===== config.mk =====
export PLATFORM = sky130hd
export DESIGN_NAME = tli_div
export DESIGN_NICKNAME = d
export VERILOG_FILES = /design/src/tli_pkg.sv /design/src/tli_div.sv
export SDC_FILE = /design/constraint.sdc
export NUM_CORES = 1
export LEC_CHECK = 0
export BUFFER_PORTS_ARGS = -buffer_cell sky130_fd_sc_hd__clkbuf_2
export CORE_MARGIN = 3
export CORE_UTILIZATION = 49
export DETAILED_ROUTE_END_ITERATION = 6
export PLACE_DENSITY = 0.73
export SKIP_CTS_REPAIR_TIMING = 1
export SLEW_MARGIN = 20
export SYNTH_ARGS = -nofsm -noshare
export SYNTH_HDL_FRONTEND = slang
export SYNTH_SLANG_ARGS = --single-unit

===== constraint.sdc =====
create_clock -name clk -period 3.6 [get_ports clk]
set_input_delay 0.36 -clock clk [delete_from_list [all_inputs] [get_ports clk]]
set_output_delay 0.36 -clock clk [all_outputs]
set_load 0.02 [all_outputs]

===== src/tli_pkg.sv =====
// Shared constants and types for the piecewise linear interpolation table.
package tli_pkg;

  // Table geometry
  localparam int TABLE_DEPTH = 32;
  localparam int PTR_W       = $clog2(TABLE_DEPTH);
  localparam int PIU_W       = 6;
  localparam int DATA_W      = 32;
  localparam int PROD_W      = 2 * DATA_W;

  // Stream packing widths
  localparam int IDX_W       = 5;
  localparam int S_TDATA_W   = 72;
  localparam int M_TDATA_W   = 32;

  // Input transaction kinds
  typedef enum logic {
    OP_WRITE = 1'b0,
    OP_QUERY = 1'b1
  } opcode_t;

  // Sequencer states
  typedef enum logic [2:0] {
    ST_IDLE,
    ST_SCAN,
    ST_SETUP,
    ST_MUL,
    ST_DLOAD,
    ST_DIV,
    ST_DONE
  } state_t;

endpackage


===== src/tli_div.sv =====
// Radix-2 restoring divider: 64-bit dividend by 32-bit divisor, 32-bit quotient.
module tli_div (
  input  logic                       clk,
  input  logic                       rst,
  input  logic                       start,
  input  logic [tli_pkg::PROD_W-1:0] dividend,
  input  logic [tli_pkg::DATA_W-1:0] divisor,
  output logic                       done,
  output logic [tli_pkg::DATA_W-1:0] quotient
);
  import tli_pkg::*;

  localparam int STEP_W = $clog2(DATA_W);

  logic [DATA_W-1:0] rem;
  logic [DATA_W-1:0] quo;
  logic [DATA_W-1:0] dvs;
  logic [STEP_W-1:0] step;
  logic              busy;
  logic [DATA_W:0]   shifted;
  logic [DATA_W:0]   trial;
  logic              fits;

  // One quotient bit per cycle; the upper dividend half is always below the divisor
  assign shifted = {rem, quo[DATA_W-1]};
  assign fits    = shifted >= {1'b0, dvs};
  assign trial   = shifted - {1'b0, dvs};

  // Control
  always_ff @(posedge clk) begin
    if (rst) begin
      busy <= 1'b0;
      step <= '0;
      done <= 1'b0;
    end else begin
      done <= 1'b0;
      if (start) begin
        busy <= 1'b1;
        step <= '0;
      end else if (busy) begin
        step <= step + 1'b1;
        if (step == STEP_W'(DATA_W - 1)) begin
          busy <= 1'b0;
          done <= 1'b1;
        end
      end
    end
  end

  // Partial remainder and quotient shift register
  always_ff @(posedge clk) begin
    if (start) begin
      rem <= dividend[PROD_W-1:DATA_W];
      quo <= dividend[DATA_W-1:0];
      dvs <= divisor;
    end else if (busy) begin
      rem <= fits ? trial[DATA_W-1:0] : shifted[DATA_W-1:0];
      quo <= {quo[DATA_W-2:0], fits};
    end
  end

  assign quotient = quo;

endmodule


== Yosys cells after proc, flatten, opt, wreduce, memory -nomap -nowiden ==
Index checks and enable logic that the tools add are counted.
Storage, ports and cells
  word-level logic and storage cells: 23
  input bits: 99
  register bits: 103
Operators by class
  magnitude comparators: 1
  mux-type cells: 9
  reduce and logical (&&, ||, !) cells: 3
  bitwise logic cells: 1
  add/subtract/negate cells: 2
  eq/ne operators: 1
Operators by type and width (number)
  2-to-1 mux 32 bit: 5
  >= comparator 33 x 32 -> 1 bit: 1
  subtractor 32 bit: 1
  adder 5 x 1 -> 5 bit (second input constant): 1
  == test 5 bit (second input constant): 1
  2-to-1 mux 1 bit: 4
  OR reduction 3 bit: 1
  nonzero test 2 bit: 1
  OR reduction 2 bit: 1
  NOT 1 bit: 1

== Logic depth before layout (Yosys ltp) ==
Gate-level depths: netlist of run 1.
  word-level depth: 4
  gate-level depth with buffers: 14

== Least setup slack after synthesis of run 1 ==
OpenSTA, ideal clock, no wires.
  kind: flip-flop to flip-flop
  from: register quo[31], in the netlist quotient[31]
  to: register rem[30] (data pin)
  setup slack: 0.469 ns
  arrival: 2.857 ns
  buffers on the path: 0
  clock period less this slack: 3.131 ns
  setup time: 0.274 ns
  stages on the path, launching flop included: 14
  data required time: 3.326 ns
  cell sequence: edfxtp_1 > inv_1 > ha_1 > inv_1 > fa_1 > a21o_1 > a221oi_1 > or3_4 > a2111oi_4 > a2111oi_2 > o21ai_0 > xor2_1 > nand2_1 > a31oi_1
Between the ends
  longest elaborated chain between the ends: 4
RTL lines
  start, declared: line tli_div.sv:16  | logic [DATA_W-1:0] quo;
  start signal, assigned: line tli_div.sv:54  | quo <= dividend[DATA_W-1:0];
  start signal, assigned: line tli_div.sv:58  | quo <= {quo[DATA_W-2:0], fits};
  subtractor 32 bit or >= comparator 33 x 32 -> 1 bit (tied branches): line tli_div.sv:27, tli_div.sv:26
  2-to-1 mux 32 bit (*): line tli_div.sv:57  | rem <= fits ? trial[DATA_W-1:0] : shifted[DATA_W-1:0];
  2-to-1 mux 32 bit (*): line tli_div.sv:56  | end else if (busy) begin
  2-to-1 mux 32 bit (*): line tli_div.sv:52  | if (start) begin
  end signal, assigned: line tli_div.sv:53  | rem <= dividend[PROD_W-1:DATA_W];
  end signal, assigned: line tli_div.sv:57
  end, declared: line tli_div.sv:15  | logic [DATA_W-1:0] rem;
Mark *: on every way between the ends. The rest lies on a longest branch, timed or not. The select of a mux whose other input is x is not followed.
A chain may end at the register's enable or synchronous reset.

== Worst setup path in the final report of run 1 ==
  from: register quo[31], in the netlist quotient[31]
  to: register rem[28] (data pin)
Same word-level chain as after synthesis.

==> flow_summary.yaml, run 1 <==
run_status:
  status: "finished, final reports clean"
power:
  p_switching_w: 0.00146
  sequentialPowerShare_pct: 39.1
  switching_share_pct: 35.2
  power_frac_comb_pct: 37.9
  internal_power_w: 0.00269
  leakage_nw: 3.10
  p_per_area_nw_per_um2: 583
  irDropWorstVdd_uv: 314
  clkPwrFrac_pct: 22.9
  total_power_w: 0.00415
job:
  maxCapViolCount: 0
floorplan:
  pin_count: 132
  die_h_um: 117
  fp.dieW_um: 117
  rows: 39
  start_util_pct: 51.3
  die_area_um2: 13600
  core_area_um2: 11700
logic_synthesis:
  ys_seq_elements: 103
  synthFlopType: "edfxtp_1"
  yosysUniqueCellTypes: 59
  async_flop_share_pct: 0
  synth_area_leaders: "edfxtp_1, ha_1, mux2_2, nand2_1, a21oi_1"
  syn_inst: 547
  yosys_warnings: 0
  synth_area_um2: 6000
  synth_edf_count: 96
  yosysSeqAreaShare_pct: 50.4
  syn_avg_cell_area_um2: 11.0
  synth_common_cells: "edfxtp_1, nand2_1, inv_1"
  synth_top_area_share_pct: 48.0
  syn_nets: 681
  yosys.area.top_type: "edfxtp_1"
  yosysMostFrequentCell: "edfxtp_1"
cts:
  cts_tree: "done"
  clk_pin_slew_ps: 80
  cts_num_sinks: 103
  cts_buffers: 9
  root_buffer: "clkbuf_16"
  clkLatencyLatePin_ps: 360
  cts_max_level: 3
  clk_path_buf_depth: 2
timing:
  rsz0062_at_grt: "false"
  max-slew-margin-rel_pct: 55.4
  hold_slack_ps: 156
  skew_ps: 13.1
  finalCriticalPeriod_ps: 3300
  setup_violations: 0
  setup_tns_ps: 0
  worst_pin_slew_ps: 669
  maxSlewViolCount: 0
  fmax_ghz: 0.303
  finalCritPeriodShare_pct: 91.8
  final_hold_viol_count: 0
place:
  place.gp.congestion: 0.892
  dpl.hpwl_um: 10400
  io_buffers: 131
routing:
  viasPerCell: 5.60
  drt_pass1_iterations: 4
  drc: 0
  final_antenna_net_count: 0
  wire_per_inst_um: 16.7
  dr.first_iter.drc_count: 242
  via_count: 4616
  routed_wl_um: 13800
critical_path:
  endpoint_kind: "flop"
  critPathLaunchType: "flop"
  required_ps: 3710
  reg2reg_slack_ps: 300
  r2r_cells: 13
  worstPathArrival_ps: 3410
  crit_fanout: 3
  r2r_end: "rem[28]"
  regToRegStartpoint: "quotient[31]"
  worstSetupEndpoint: "rem[28]"
  path_class: "reg2reg"
  crit_path_start: "quotient[31]"
cells_and_area:
  drive_gt1_share_pct: 30.4
  postLayoutCoreUtil_pct: 60.7
  areaGrowthSynthToFinish_pct: 18.4
  nets: 811
  diodes: 0
worst_hold_path:
  hold_path_class: "in2reg"
global_route:
  grt-ovfl-total: 0
  grt_pass1_wl_um: 22800
  antenna_found_initial: 0
  grtUsageTotal_pct: 21.4
  grt_max_degree: 46
  grt_pass1_vias: 4762
critical path: stages (launching register included):
cell	delay, ps
edfxtp_1	420
inv_1	80
ha_1	160
inv_1	50
fa_1	400
a21o_1	210
a221oi_1	470
or3_4	250
a2111oi_4	80
nor3_2	280
o41ai_2	140
a31oi_1	270
nand3_1	100
nor3b_1	150
through the flow:
| stage | worst slack (ps) | cells | cell area (um^2) |
|---|---|---|---|
| 2_1_floorplan | 469 | 547 | 6000 |
| 3_3_place_gp | 369 | 809 | 6820 |
| 3_5_place_dp | 289 | 809 | 6820 |
| 4_1_cts | 284 | 825 | 7110 |
| 5_1_grt | 44.1 | 825 | 7110 |
| 6_report | 295 | 825 | 7110 |
registers in the layout, summed over array words and instances, names as in the netlist:
register and cells:
step 5, dvs 32, quotient 32, rem 32, busy 1, done 1
per-layer routing:
layer	vias to the layer above	GRT usage (%)	wire length, um
met5	-	0	0
met4	0	7.03	201
met3	16	7.62	1200
met2	157	35.0	6510
met1	2172	26.4	5910
li1	2271	-	-
logic make-up after synthesis:
family | count (synthesis) | share of synthesized area [%]
AOI/OAI and AO/OA | 132 | 15.3
xor gates and xnor gates | 26 | 3.79
adders and majority gates | 35 | 7.42
buffers and inverters | 66 | 4.59
DFF | 103 | 50.4
muxes | 40 | 7.36
and+or+nand+nor | 145 | 11.2
cell usage in the layout (no fill, tap or decap), types with 3 or more instances in the layout:
master | netlist | layout
clkbuf_2 | 0 | 130
edfxtp_1 | 96 | 96
nand2_1 | 60 | 60
inv_1 | 44 | 44
nor2_1 | 42 | 42
a21oi_1 | 35 | 35
ha_1 | 34 | 34
mux2_2 | 33 | 33
a31oi_1 | 25 | 25
o21ai_0 | 19 | 19
xnor2_1 | 18 | 18
a21o_1 | 14 | 14
buf_4 | 6 | 10
clkbuf_16 | 0 | 9
nand3_1 | 8 | 8
xor2_1 | 8 | 8
mux2i_1 | 7 | 7
dfxtp_1 | 7 | 7
nor3_1 | 5 | 5
nand4_1 | 4 | 4
and3_1 | 3 | 3
o21bai_1 | 3 | 3
and4_1 | 3 | 3
a211o_1 | 3 | 3
o21a_1 | 3 | 3
a2bb2oi_1 | 3 | 3
or2_2 | 3 | 3
o2bb2ai_1 | 3 | 3
inv_6 | 0 | 3
power by group through the flow:
stage                     registers [W]  logic [W]  clock network [W]
after CTS                       0.00162    0.00157           0.000977
after global routing            0.00164    0.00176            0.00103
after floorplan                 0.00166    0.00115                  0
final                           0.00162    0.00157           0.000950
after global placement          0.00164    0.00153                  0
after detailed placement        0.00164    0.00157                  0
how the worst min path moves through the flow:
stage / start / end / slack [ps] / depth (start not counted)
after floorplan: rst / busy / 430 / 1
after CTS: rst / busy / 140 / 2
after detailed placement: step[4] / step[4] / 500 / 2
after global routing: rst / busy / 140 / 2
after global placement: step[4] / step[4] / 480 / 2
final: rst / busy / 160 / 2
cell type report:
class	count	area (um^2)
Clock inverter	7	63.8
Clock buffer	9	225
Tap cell	143	179
Timing Repair Buffer	141	746
Multi-Input combinational cell	378	2710
Fill cell	990	4600
Sequential cell	103	3020
Inverter	44	165
Note: power is estimated with default switching activity, not from simulation.
==> run 2: changes to the inputs <==
--- a/config.mk
+++ b/config.mk
@@ -5,11 +5,13 @@
 export SDC_FILE = /design/constraint.sdc
 export NUM_CORES = 1
 export LEC_CHECK = 0
+export ABC_AREA = 1
 export BUFFER_PORTS_ARGS = -buffer_cell sky130_fd_sc_hd__clkbuf_2
 export CORE_MARGIN = 3
 export CORE_UTILIZATION = 49
 export DETAILED_ROUTE_END_ITERATION = 6
-export PLACE_DENSITY = 0.73
+export GPL_ROUTABILITY_DRIVEN = 1
+export PLACE_DENSITY = 0.72
 export SKIP_CTS_REPAIR_TIMING = 1
 export SLEW_MARGIN = 20
 export SYNTH_ARGS = -nofsm -noshare
==> run 2 against run 1 <==
Compared with the run above:
- clock power up 9%
- critical endpoint is now rem[21]
- final area up 15%
- core utilization is 2.1 points lower
- clock skew is 5.2 ps lower
- via count is 39% higher
- setup slack gained 460 ps
==> flow_summary.yaml, run 2 <==
run_status:
  status: "finished, final reports clean"
logic_synthesis:
  yosysUniqueCellTypes: 37
  syn_inst: 978
  ys_seq_elements: 103
  yosys_warnings: 0
  syn_avg_cell_area_um2: 7.23
  yosysMostFrequentCell: "nand2_1"
  yosysSeqAreaShare_pct: 42.8
  yosys.area.top_type: "edfxtp_1"
  synth_area_leaders: "edfxtp_1, nand2_1, inv_1, ha_1, nand3_1"
  synth_top_area_share_pct: 40.8
  synth_common_cells: "nand2_1, inv_1, edfxtp_1"
  syn_nets: 1112
  synthFlopType: "edfxtp_1"
  synth_area_um2: 7070
  synth_edf_count: 96
  async_flop_share_pct: 0
routing:
  wire_per_inst_um: 14.4
  dr.first_iter.drc_count: 525
  final_antenna_net_count: 0
  routed_wl_um: 18500
  drt_pass1_iterations: 5
  viasPerCell: 4.96
  via_count: 6397
  drc: 0
timing:
  fmax_ghz: 0.352
  rsz0062_at_grt: "false"
  worst_pin_slew_ps: 705
  maxSlewViolCount: 0
  setup_violations: 0
  finalCritPeriodShare_pct: 78.9
  skew_ps: 7.84
  setup_tns_ps: 0
  max-slew-margin-rel_pct: 53.0
  finalCriticalPeriod_ps: 2840
  final_hold_viol_count: 0
floorplan:
  core_area_um2: 14000
  rows: 43
  fp.dieW_um: 126
  die_area_um2: 15900
  die_h_um: 126
  start_util_pct: 50.5
  pin_count: 132
power:
  clkPwrFrac_pct: 22.6
  internal_power_w: 0.00277
  leakage_nw: 4.46
  sequentialPowerShare_pct: 34.8
  p_switching_w: 0.00184
  p_per_area_nw_per_um2: 562
  power_frac_comb_pct: 42.6
  switching_share_pct: 40.0
  irDropWorstVdd_uv: 319
global_route:
  grt-ovfl-total: 0
  grt_max_degree: 68
  grt_pass1_vias: 6289
  grtUsageTotal_pct: 23.9
  grt_pass1_wl_um: 30400
  antenna_found_initial: 0
cells_and_area:
  areaGrowthSynthToFinish_pct: 15.9
  final_cell_mix: "nand2_1, inv_1, clkbuf_2"
  nets: 1239
  diodes: 0
  postLayoutCoreUtil_pct: 58.6
  drive_gt1_share_pct: 16.0
  final_common_cell: "nand2_1"
cts:
  clk_path_buf_depth: 2
  cts_tree: "done"
  root_buffer: "clkbuf_16"
  cts_num_sinks: 103
  cts_max_level: 3
  clkLatencyLatePin_ps: 360
  cts_buffers: 9
  clk_pin_slew_ps: 80
critical_path:
  r2r_cells: 13
  crit_path_start: "rem[27]"
  crit_fanout: 33
  worstSetupEndpoint: "rem[21]"
  path_class: "reg2reg"
  critPathLaunchType: "flop"
  reg2reg_slack_ps: 760
  worstPathArrival_ps: 2950
  endpoint_kind: "flop"
  required_ps: 3710
  regToRegStartpoint: "rem[27]"
  r2r_end: "rem[21]"
place:
  place.gp.congestion: 1.03
  io_buffers: 131
  dpl.hpwl_um: 14400
job:
  maxCapViolCount: 0
worst_hold_path:
  hold_path_class: "in2reg"
-- run 2: cell types whose count changed after synthesis, moves of 17 or more --
cell | before | now
a21oi_1 | 35 | 18
mux2_2 | 33 | 0
nand3_1 | 8 | 66
a31oi_1 | 25 | 1
nand3b_1 | 0 | 25
nand2_1 | 60 | 444
inv_1 | 44 | 155
-- run 2: power groups by stage --
| stage | Clock (W) | Combinational, W | Sequential, W |
|---|---|---|---|
| after CTS | 0.00106 | 0.00195 | 0.00160 |
| after global placement | 0 | 0.00193 | 0.00162 |
| after global routing | 0.00110 | 0.00224 | 0.00162 |
| final | 0.00104 | 0.00196 | 0.00160 |
| after detailed placement | 0 | 0.00194 | 0.00163 |
| after floorplan | 0 | 0.00141 | 0.00166 |
-- run 2: routing by layer --
layer  global-route usage, %  share of wire [%]
met3                    6.70                7.6
met1                    31.4                 46
met5                       0                  0
met2                    39.2                 45
met4                    5.99                1.8
-- run 2: worst min path at each step --
stage                 from       to  slack, ps  depth (start not counted)
2_1_floorplan          rst     busy        440                          1
3_3_place_gp       step[4]  step[4]        450                          2
3_5_place_dp       step[4]  step[4]        470                          2
4_1_cts        divisor[16]  dvs[16]        160                          1
5_1_grt        divisor[23]  dvs[23]        160                          1
6_report       divisor[26]  dvs[26]        170                          1
-- run 2: cell type report --
class,instances,area (um^2)
repair buffers,137,703
multi-input cells,692,3330
inverters,162,608
clock buffers,10,229
fillers,1365,5790
flip-flops and latches,103,3020
well taps,180,225
clock inverters,6,75.1
-- run 2: cell families (layout without fill, tap and decap cells) --
| logic type | Yosys count | count (layout) | synth area share [%] |
|---|---|---|---|
| xor+xnor | 14 | 14 | 1.73 |
| buf+inv | 183 | 315 | 10.1 |
| flops | 103 | 103 | 42.8 |
| simple gates | 614 | 614 | 36.8 |
| fa+ha+maj | 35 | 35 | 6.30 |
| compound gates | 29 | 29 | 2.32 |
-- run 2: metrics by stage --
stage,area (um^2),power (W),hold WS [ps],instances,setup slack (ps)
floorplan,7070,0.00307,438,978,1240
global placement,7890,0.00355,453,1274,827
detailed placement,7890,0.00357,467,1274,819
CTS,8200,0.00461,162,1290,798
global route,8200,0.00496,158,1290,534
finish,8200,0.00461,173,1290,759
-- run 2: worst max-delay path: stages (launching register included) --
cell and delay (ps):
edfxtp_1 420, ha_1 410, nand2_2 150, inv_2 30, nand2_1 70, nand2_1 60
a21oi_1 290, nand2_2 140, nor2_8 280, nand2_8 210, nand2_1 320, nand2_1 80
nand2_1 80, nand2_1 50
==> run 3: changes to the inputs <==
--- a/config.mk
+++ b/config.mk
@@ -11,7 +11,7 @@
 export CORE_UTILIZATION = 49
 export DETAILED_ROUTE_END_ITERATION = 6
 export GPL_ROUTABILITY_DRIVEN = 1
-export PLACE_DENSITY = 0.72
+export PLACE_DENSITY = 0.75
 export SKIP_CTS_REPAIR_TIMING = 1
 export SLEW_MARGIN = 20
 export SYNTH_ARGS = -nofsm -noshare
==> constraint.sdc (replaced) <==
create_clock -name clk -period 2.35 [get_ports clk]
set_input_delay 0.235 -clock clk [delete_from_list [all_inputs] [get_ports clk]]
set_output_delay 0.235 -clock clk [all_outputs]
set_load 0.02 [all_outputs]
==> run 3 against run 2 <==
Compared with the run above:
- non-clock buffer count rose by 63
- register-to-register slack worse by 680 ps
- critical path depth unchanged
- setup slack lost 680 ps
- sequential cell count unchanged
- sequential share of layout area shrank 4.0 points
- count of clock-buffer cells in the layout fell by 1
- first-iteration DRC count decreased by 9.9%
- critical path type unchanged
==> flow_summary.yaml, run 3 (synthesized netlist as in run 2, its figures left out) <==
run_status:
  status: "finished, final reports clean"
floorplan:
  core_area_um2: 14000
  die_area_um2: 15900
  fp.dieW_um: 126
  start_util_pct: 50.5
  rows: 43
  die_h_um: 126
  pin_count: 132
power:
  switching_share_pct: 40.1
  total_power_w: 0.00793
  p_switching_w: 0.00318
  leakage_nw: 4.82
  power_frac_comb_pct: 48.8
  sequentialPowerShare_pct: 31.8
  irDropWorstVdd_uv: 532
  internal_power_w: 0.00475
  p_per_area_nw_per_um2: 862
  clkPwrFrac_pct: 19.5
timing:
  maxSlewViolCount: 0
  fmax_ghz: 0.440
  finalCriticalPeriod_ps: 2270
  setup_violations: 0
  rsz0062_at_grt: "true"
  layout_setup_ws_ps: 75.1
  worst_pin_slew_ps: 489
  max-slew-margin-rel_pct: 67.3
  final_hold_viol_count: 0
  skew_ps: 18.6
  finalCritPeriodShare_pct: 96.8
critical_path:
  regToRegStartpoint: "rem[10]"
  cpMostUsedCell: "nand2_1"
  endpoint_kind: "flop"
  worstPathArrival_ps: 2380
  reg2reg_slack_ps: 80
  required_ps: 2460
  r2r_end: "rem[30]"
  critPathLaunchType: "flop"
  r2r_cells: 13
  path_delay_family: "simple AND/OR/NAND/NOR gates"
  cp_slowest_stage_delay_ps: 480
  path_class: "reg2reg"
  path_buf_inv: 1
  path_depth: 13
  crit_path_cell_trace: "ha_4 > nand2_1 > nor2_2 > nand2_2 > nor2_2 > nand2_1 > nand2_2 > nor2_8 > nand2_8 > buf_12 > nand3_1 > nand2_1 > nand2_1"
  crit_fanout: 8
  slowest_stage: "edfxtp_1"
cts:
  clk_path_buf_depth: 2
  root_buffer: "clkbuf_16"
  cts_tree: "done"
  clkLatencyLatePin_ps: 360
  clk_pin_slew_ps: 80
  cts_max_level: 3
  cts_num_sinks: 103
  cts_buffers: 9
routing:
  final_antenna_net_count: 0
  dr.first_iter.drc_count: 473
  drc: 0
  wl_met2_um: 9400
  wl_met1_um: 8860
  drt_pass1_iterations: 5
  routed-wl-met3_um: 1560
  via_count: 6789
  wire_per_inst_um: 15.0
  highest_layer: "met4"
  viasPerCell: 5.02
  routed_wl_um: 20200
global_route:
  antenna_found_initial: 0
  grt_pass1_vias: 6422
  grt_pass1_wl_um: 31600
  grt_max_degree: 75
  grtUsageTotal_pct: 25.2
  grt-ovfl-total: 0
cells_and_area:
  postLayoutCoreUtil_pct: 65.8
  diodes: 0
  areaGrowthSynthToFinish_pct: 30.2
  final_cell_mix: "nand2_1, inv_1, clkbuf_2"
  drive_gt1_share_pct: 26.5
  design_area_um2: 9210
  nets: 1302
  nFillCells: 1279
  final_common_cell: "nand2_1"
worst_hold_path:
  hold_path_class: "in2reg"
  min_to: "dvs[5]"
  hold_start: "divisor[5]"
  holdPathStages: 1
job:
  maxCapViolCount: 0
place:
  place.gp.congestion: 1.04
  io_buffers: 131
  dpl.hpwl_um: 15900
  post-place-ws_ps: -85.6
  postPlaceCellArea_um2: 8380
run 3: metrics by stage:
stage / cells / TNS, ps / hold slack [ps]
after CTS: 1345 / -1650 / 34.5
after floorplan: 978 / 0 / 313
after global routing: 1353 / -337 / 25.1
after global placement: 1329 / -246 / 413
final: 1353 / 0 / 41.0
after detailed placement: 1329 / -1070 / 414
run 3: final cells by class:
| class | instances | area [um^2] | share of cell area (%) |
|---|---|---|---|
| clock inverter | 7 | 83.8 | 0.911 |
| multi-input combinational | 692 | 3780 | 41.1 |
| clock buffer | 9 | 225 | 2.45 |
| inverter | 162 | 608 | 6.61 |
| sequential | 103 | 3020 | 32.8 |
| timing repair buffer | 200 | 1260 | 13.7 |
| tap | 180 | 225 | 2.45 |
run 3: power by group through the flow:
stage	Sequential (W)	Clock, W	Combinational, W
2_1_floorplan	0.00254	0	0.00216
3_3_place_gp	0.00250	0	0.00337
3_5_place_dp	0.00250	0	0.00340
4_1_cts	0.00247	0.00156	0.00342
5_1_grt	0.00255	0.00165	0.00428
6_report	0.00252	0.00154	0.00387
run 3: how the worst max path moves through the flow:
stage | startpoint | to | slack (ps)
after floorplan | quotient[31] | rem[28] | 80
after global placement | rem[7] | rem[27] | -60
after detailed placement | rem[7] | rem[25] | -90
after CTS | rem[7] | rem[27] | -110
after global routing | rem[24] | rem[30] | -50
final | rem[10] | rem[30] | 80
run 3: metal layers:
metal  GRT usage (%)  up-vias
li1                -     3442
met1            33.6     3078
met2            41.1      242
met3            6.06       27
met4            7.07        0
met5               0        -
